==> src/hw/rtl/vpd_pkg.sv <==
`default_nettype none

package vpd_pkg;

  // Largest number of coding modes the mode map can describe.
  localparam int MAX_MODES_DEF = 63;

  // Configuration port geometry: 64-bit data, registers at 8-byte steps.
  localparam int CFG_DATA_W = 64;
  localparam int CFG_ADDR_W = 5;

  // Register indexes, taken from paddr[4:3].
  localparam logic [1:0] REG_SETUP_VALID     = 2'd0;
  localparam logic [1:0] REG_BLOCK_SIZE_BYTE = 2'd1;
  localparam logic [1:0] REG_MODE_COUNT      = 2'd2;
  localparam logic [1:0] REG_MODE_SIZE_MAP   = 2'd3;

  // Result status codes.
  localparam logic [2:0] STATUS_OK         = 3'd0;
  localparam logic [2:0] STATUS_ID_HEADER  = 3'd1;
  localparam logic [2:0] STATUS_COMMENT    = 3'd2;
  localparam logic [2:0] STATUS_BAD_PACKET = 3'd3;
  localparam logic [2:0] STATUS_BAD_MODE   = 3'd4;
  localparam logic [2:0] STATUS_NOT_READY  = 3'd5;

  // First bytes of the two header packets that can be reported.
  localparam logic [7:0] BYTE_ID_HEADER = 8'd1;
  localparam logic [7:0] BYTE_COMMENT   = 8'd3;

  typedef struct packed {
    logic       restart;
    logic [7:0] first_byte;
    logic       packet_empty;
    logic       want_flags;
  } vpd_item_t;

  typedef struct packed {
    logic       setup_valid;
    logic [7:0] block_size_byte;
    logic [5:0] num_modes;
  } vpd_cfg_t;

  typedef struct packed {
    logic [14:0] duration;
    logic [2:0]  status;
    logic        prev_we;
    logic        prev_val;
  } vpd_result_t;

  // Bits needed to code the values 0 .. n-1.
  function automatic logic [2:0] mode_bits(input logic [5:0] n);
    logic [5:0] v;
    logic [2:0] b;
    v = n - 6'd1;
    b = '0;
    for (int i = 0; i < 6; i++) begin
      if (v[i]) begin
        b = 3'(i + 1);
      end
    end
    return b;
  endfunction

endpackage

`default_nettype wire

==> src/hw/rtl/vpd_decode.sv <==
`default_nettype none

module vpd_decode
  import vpd_pkg::*;
#(
  parameter int MAX_MODES = MAX_MODES_DEF
) (
  input  vpd_item_t              item,
  input  vpd_cfg_t               cfg,
  input  logic [MAX_MODES-1:0]   mode_size_map,
  input  logic                   prev_long,
  output vpd_result_t            result
);

  localparam logic [5:0] MaxCount = 6'(MAX_MODES);

  logic [5:0]           count;
  logic [2:0]           nb;
  logic [6:0]           mask;
  logic [5:0]           sel;
  logic [2:0]           pb;
  logic [MAX_MODES-1:0] map_sh;
  logic                 cur_long;
  logic                 prev_sel;
  logic [3:0]           prev_sh;
  logic [3:0]           cur_sh;
  logic [16:0]          sum;

  always_comb begin
    count    = (cfg.num_modes > MaxCount) ? MaxCount : cfg.num_modes;
    nb       = mode_bits(count);
    mask     = 7'((8'd1 << nb) - 8'd1);
    // The mask never reaches bit 6, so dropping that bit in the six-bit select loses nothing.
    sel      = 6'(item.first_byte[7:1] & mask);
    pb       = (count == 6'd1) ? 3'd2 : nb + 3'd1;
    map_sh   = mode_size_map >> sel;
    cur_long = map_sh[0];
    prev_sel = cur_long ? item.first_byte[pb] : prev_long;
    prev_sh  = prev_sel ? cfg.block_size_byte[7:4] : cfg.block_size_byte[3:0];
    cur_sh   = cur_long ? cfg.block_size_byte[7:4] : cfg.block_size_byte[3:0];
    sum      = (17'd1 << prev_sh) + (17'd1 << cur_sh);

    result = '0;
    if (item.restart) begin
      result.status   = STATUS_OK;
      result.prev_we  = cfg.setup_valid;
      result.prev_val = 1'b0;
    end else if (!cfg.setup_valid || item.packet_empty) begin
      result.status = STATUS_NOT_READY;
    end else if (item.first_byte[0]) begin
      if (!item.want_flags) begin
        result.status = STATUS_BAD_PACKET;
      end else if (item.first_byte == BYTE_ID_HEADER) begin
        result.status = STATUS_ID_HEADER;
      end else if (item.first_byte == BYTE_COMMENT) begin
        result.status = STATUS_COMMENT;
      end else begin
        result.status = STATUS_BAD_PACKET;
      end
    end else if (count == 6'd0 || sel >= count) begin
      result.status = STATUS_BAD_MODE;
    end else begin
      result.status   = STATUS_OK;
      result.duration = sum[16:2];
      result.prev_we  = 1'b1;
      result.prev_val = cur_long;
    end
  end

endmodule

`default_nettype wire

==> src/hw/rtl/vorbis_packet_duration.sv <==
// A packet beat is held in the input register, then its result in the result register.
// Throughput: one packet per cycle, limited only by the output stall.
// A packet waits in the input register only while the result register is full and stalled.
// Reset (rst, synchronous, active high) empties both registers, clears the previous-block
// flag and loads the configuration registers with their defaults.
`default_nettype none

module vorbis_packet_duration
  import vpd_pkg::*;
#(
  parameter int MAX_MODES = MAX_MODES_DEF
) (
  input  logic                  clk,
  input  logic                  rst,
  // Packet channel.
  input  logic                  item_valid,
  output logic                  item_stall,
  input  logic                  mode,
  input  logic [7:0]            first_byte,
  input  logic                  packet_empty,
  input  logic                  want_flags,
  // Result channel.
  output logic                  result_valid,
  input  logic                  result_stall,
  output logic [14:0]           duration,
  output logic [2:0]            status,
  // Configuration port.
  input  logic                  psel,
  input  logic                  penable,
  input  logic                  pwrite,
  input  logic [CFG_ADDR_W-1:0] paddr,
  input  logic [CFG_DATA_W-1:0] pwdata,
  output logic [CFG_DATA_W-1:0] prdata,
  output logic                  pready
);

  // Configuration registers. The register index is paddr[4:3]; the low address bits
  // select nothing, so every register spans one 8-byte slot.
  logic                 setup_valid;
  logic [7:0]           block_size_byte;
  logic [5:0]           num_modes;
  logic [MAX_MODES-1:0] mode_size_map;

  // Remembers whether the last audio block was long; it sets the previous block size
  // for short modes.
  logic prev_long;

  // Input register and result register.
  logic        in_full;
  vpd_item_t   in_item;
  vpd_result_t res;

  logic cfg_we;
  logic load;
  logic move;
  logic out_free;

  assign pready = 1'b1;
  assign cfg_we = psel && penable && pwrite && pready;

  always_comb begin
    case (paddr[4:3])
      REG_SETUP_VALID:     prdata = CFG_DATA_W'(setup_valid);
      REG_BLOCK_SIZE_BYTE: prdata = CFG_DATA_W'(block_size_byte);
      REG_MODE_COUNT:      prdata = CFG_DATA_W'(num_modes);
      REG_MODE_SIZE_MAP:   prdata = CFG_DATA_W'(mode_size_map);
      default:             prdata = '0;
    endcase
  end

  // The result register is free when it is empty or its beat is taken this cycle. A
  // packet in the input register moves on whenever it is free, so the input side stalls
  // only behind a stalled, full result register.
  assign out_free   = !result_valid || !result_stall;
  assign move       = in_full && out_free;
  assign item_stall = in_full && !out_free;
  assign load       = item_valid && !item_stall;

  vpd_decode #(
    .MAX_MODES(MAX_MODES)
  ) u_decode (
    .item          (in_item),
    .cfg           ('{setup_valid: setup_valid, block_size_byte: block_size_byte,
                      num_modes: num_modes}),
    .mode_size_map (mode_size_map),
    .prev_long     (prev_long),
    .result        (res)
  );

  always_ff @(posedge clk) begin
    if (rst) begin
      setup_valid     <= 1'b0;
      block_size_byte <= 8'd184;
      num_modes       <= 6'd1;
      mode_size_map   <= '0;
    end else if (cfg_we) begin
      case (paddr[4:3])
        REG_SETUP_VALID:     setup_valid     <= pwdata[0];
        REG_BLOCK_SIZE_BYTE: block_size_byte <= pwdata[7:0];
        REG_MODE_COUNT:      num_modes       <= pwdata[5:0];
        REG_MODE_SIZE_MAP:   mode_size_map   <= pwdata[MAX_MODES-1:0];
        default:             ;
      endcase
    end
  end

  // Writing the mode map also loads the previous-block flag from map bit 0. Writes must
  // come only while the block is idle and meet no packet update; unchecked by the block.
  always_ff @(posedge clk) begin
    if (rst) begin
      prev_long <= 1'b0;
    end else if (cfg_we && paddr[4:3] == REG_MODE_SIZE_MAP) begin
      prev_long <= pwdata[0];
    end else if (move && res.prev_we) begin
      prev_long <= res.prev_val;
    end
  end

  always_ff @(posedge clk) begin
    if (rst) begin
      in_full      <= 1'b0;
      result_valid <= 1'b0;
    end else begin
      in_full      <= load || (in_full && !move);
      result_valid <= move || (result_valid && result_stall);
    end
  end

  always_ff @(posedge clk) begin
    if (load) begin
      in_item <= '{restart: mode, first_byte: first_byte, packet_empty: packet_empty,
                   want_flags: want_flags};
    end
    if (move) begin
      duration <= res.duration;
      status   <= res.status;
    end
  end

endmodule

`default_nettype wire

==> config.mk <==
export PLATFORM = sky130hd
export DESIGN_NAME = vorbis_packet_duration
export DESIGN_NICKNAME = d
export VERILOG_FILES = /design/src/hw/rtl/vpd_pkg.sv /design/src/hw/rtl/vpd_decode.sv /design/src/hw/rtl/vorbis_packet_duration.sv
export SDC_FILE = /design/constraint.sdc
export NUM_CORES = 1
export LEC_CHECK = 0
export BUFFER_PORTS_ARGS = -buffer_cell sky130_fd_sc_hd__buf_2
export CAP_MARGIN = 20
export CORE_MARGIN = 4
export CORE_UTILIZATION = 55
export CTS_CLUSTER_SIZE = 30
export DETAILED_ROUTE_END_ITERATION = 10
export GPL_ROUTABILITY_DRIVEN = 0
export GPL_TIMING_DRIVEN = 0
export PLACE_DENSITY = 0.81
export SLEW_MARGIN = 40
export SYNTH_ARGS = -nofsm -noshare
export SYNTH_HDL_FRONTEND = slang
export SYNTH_SLANG_ARGS = --single-unit
==> constraint.sdc <==
create_clock -name clk -period 22.6 [get_ports clk]
set_input_delay 4.52 -clock clk [delete_from_list [all_inputs] [get_ports clk]]
set_output_delay 4.52 -clock clk [all_outputs]
set_load 0.02 [all_outputs]
==> summary.md <==
| Metric | Value |
|---|---|
| Status | completed |
| Initial antenna violation count | 0 |
| Clock tree buffer depth | 2 |
| Mapped Cells | about 900 |
| RR Endpoint | duration[13]$_SDFFCE_PP0P_ |
| Initial Util | 56.4% |
| Number of distinct library cells after synthesis | 73 |
| I/O Buffers | 162 |
| CP endpoint | prdata[8] |
| Hold Buf Count CTS | 0 |
| Total routed wirelength | 21.7 mm |
| Critical Setup Path Class | primary input to primary output |
| Grt ovf | 0 |
| Root Driver | clkbuf_16 |
| Post-synthesis async set-or-reset flop share | 0% |
| Fmax | 92.5 MHz |
| RSZ-0062 raised after global routing | false |
| Global-route wire length before repair | 34.3 mm |
| Max VDD drop | about 0.000045 V |
| DP HPWL | between 15 and 20 mm |
| Routed wire length per instance | 17.0 µm |
| Fill cells | 1133 |
| Worst reg2reg path startpoint | num_modes[0]$_SDFFE_PP1P_ |
| Flops & latches, synth | 110 |
| DR iter-0 viols | 861 |
| Met1 Use GR | about two fifths |
| Worst-path clk slew | around 70 ps |
| Relative slew slack | 40.0% |
| Most used routing layer | met2 |
| Crit path launch | paddr[4] |
| Vias in the first global route | slightly below 7000 |
| Commonest non-fill, non-tap cell in the layout | nand2_1 |
| Total negative slack | 0 ps |
| # resized after CTS | 0 |
| Mapped Nets | 1040 |
| Clk sinks | 110 |
| Multi-input gate area in the final layout | ~4300 µm² |
| CTS H-tree lvls | 3 |
| Synthesized cell area | between 7000 and 8000 µm² |
| Startpoint class of the critical path | primary input |
| Post-layout minimum cycle time | 10810 ps |
| Routed Antenna Nets | 0 |
| Max Fanout on Critical Path | 10 |
| Post-synthesis sequential area ratio | 34.7% |
| YS warnings | 0 |
| Final Skew | between 10 and 15 ps |
| Diodes inserted | 0 |
| Reg area | 2490 µm² |
| Setup crit end kind | primary output |
| Worst Path Required | roughly 18000 ps |
| Total setup buffers inserted after CTS | 0 |
| Pleak | 0.00380 µW |
| Ys flop type | dfxtp_1 |
| Met3 Usage GRT | 8.43% |
| Tot GR Track Use | 29.3% |
| Post-route setup slack | between 10000 and 15000 ps |
| Std cell rows | 41 |
| CTS buffer count | 9 |
| Die area | 14900 µm² |
| Area grow syn2layout | 18.5% |
| R2r setup slk | 13720 ps |
| Final Setup Violations | 0 |
| Largest net degree at the start of global routing | 20 |
| Setup WS pre-CTS | between 10000 and 15000 ps |
| Worst hold path class | flop to flop |
| Most frequent cells in the layout | nand2_1 (196), buf_2 (167), nor2_1 (93), a21oi_1 (92), dfxtp_1 (81) |
| DRT Pass-1 Iters | 5 |
| Number of vias per cell | 5.81 |
| Via count | between 7000 and 8000 |
| P per Cell Area | 55.2 nW/µm² |
| Core Area | roughly 13000 µm² |
| Chip width | 122 µm |
| Post-synth EDFFs | 29 |
| Drc violations | 0 |
| CTS tree | yes |
| I/O pin count | 172 |
| Period utilisation layout | 47.8% |
| Reg2reg path depth | 37 |
| Share of layout cells above drive strength 1 | 19.7% |
| Chip Height | 122 µm |
| Max Cap Viol | 0 |
| Skew-Pair Late Insertion Delay | 370 ps |
| Least-Margin Pin Slew | 897 ps |
| Grt met2 use | 46.2% |
| NumNets Final | roughly 1200 |
| Tot Pwr | 469 µW |
| Final Hold Fails | 0 |
| Max Slew Vio Count | 0 |
| Syn avg cell area | just under 8 µm² |
| Worst Path Arrival | ~6300 ps |
report_power, final:
group          total [µW]  leakage (µW)  internal, µW  switching (µW)
combinational         102       0.00272          37.3            64.8
sequential            209      0.000935           206            3.01
clock                 158      0.000143          79.8            77.9
total                 469       0.00380           323             146
cells in the mapped netlist, drive strengths merged (3+ instances only):
cell type,n,area share [%]
o31a,3,0.37
inv,24,1.3
and3,64,5.6
o211ai,4,0.49
nand3,20,1.4
a31oi,10,0.87
a21o,10,1.0
a41oi,3,0.73
edfxtp,29,12
nand2,196,10
a22o,6,0.73
o21ai,19,1.4
a21boi,3,0.37
dfxtp,81,23
xnor2,7,0.85
a21oi,92,6.4
a211oi,6,0.80
ha,30,5.2
nor3b,8,0.84
clkbuf,58,3.0
a311oi,4,0.49
buf,12,0.98
mux4,4,1.3
o31ai,3,0.38
a211o,4,0.51
o32ai,8,0.98
or3,3,0.26
nor2,94,5.0
nand2b,11,0.96
mux2,4,0.63
mux2i,41,5.9
nor2b,11,0.96
nor3,15,1.1
kinds of logic (layout without fill, tap and decap cells):
group	after synthesis	after routing	synth area share, %
simple gates	437	437	27.9
compound gates	192	192	17.9
flops	110	110	34.7
buf+inv	94	272	5.26
mux	49	49	7.78
fa+ha+maj	30	30	5.23
xor+xnor	9	9	1.10
other cells	2	2	0.105
cell type report:
type / instances / share of cell area, %
flip-flops and latches: 110 / 29.3
plain buffers: 70 / 3.38
inverters: 24 / 1.06
multi-input cells: 719 / 50.7
clock buffers: 10 / 2.81
repair buffers: 162 / 9.54
well taps: 172 / 2.53
clock inverters: 6 / 0.618
registers in the layout (all words and copies together), names as in the netlist:
| name | cells |
|---|---|
| prev_long | 1 |
| mode_size_map | 63 |
| num_modes | 6 |
| status | 3 |
| in_item | 11 |
| block_size_byte | 8 |
| setup_valid | 1 |
| in_full | 1 |
| result_valid | 1 |
| duration | 15 |
worst max-delay path, cell delays in order:
cell and delay (ps):
clkbuf_1 350, buf_1 510, clkbuf_1 460, and3_1 260, buf_2 170
worst min path at each step:
| stage | from | end | slack (ps) | cells after the start |
|---|---|---|---|---|
| floorplan | mode_size_map[24]$_SDFFE_PP0P_ | mode_size_map[24]$_SDFFE_PP0P_ | 440 | 2 |
| global placement | mode_size_map[21]$_SDFFE_PP0P_ | mode_size_map[21]$_SDFFE_PP0P_ | 450 | 2 |
| detailed placement | mode_size_map[44]$_SDFFE_PP0P_ | mode_size_map[44]$_SDFFE_PP0P_ | 460 | 2 |
| CTS | mode_size_map[44]$_SDFFE_PP0P_ | mode_size_map[44]$_SDFFE_PP0P_ | 470 | 2 |
| global route | mode_size_map[20]$_SDFFE_PP0P_ | mode_size_map[20]$_SDFFE_PP0P_ | 490 | 2 |
| finish | mode_size_map[23]$_SDFFE_PP0P_ | mode_size_map[23]$_SDFFE_PP0P_ | 470 | 2 |
metrics by stage:
step / utilization, % / instance area, µm² / cells / hold WS, ps
2_1_floorplan: - / 7180 / 923 / 440
3_3_place_gp: 64.5 / 8200 / 1257 / 453
3_5_place_dp: 64.5 / 8210 / 1257 / 458
4_1_cts: 66.8 / 8500 / 1273 / 469
5_1_grt: 66.8 / 8500 / 1273 / 492
6_report: 66.8 / 8500 / 1273 / 473
routing by layer:
layer  wire length, µm  share of wire [%]
met3              2170                 10
met2              9950                 46
met4               505                2.3
met1              9060                 42
met5                 0                  0
(Power assumes the default switching activity.)
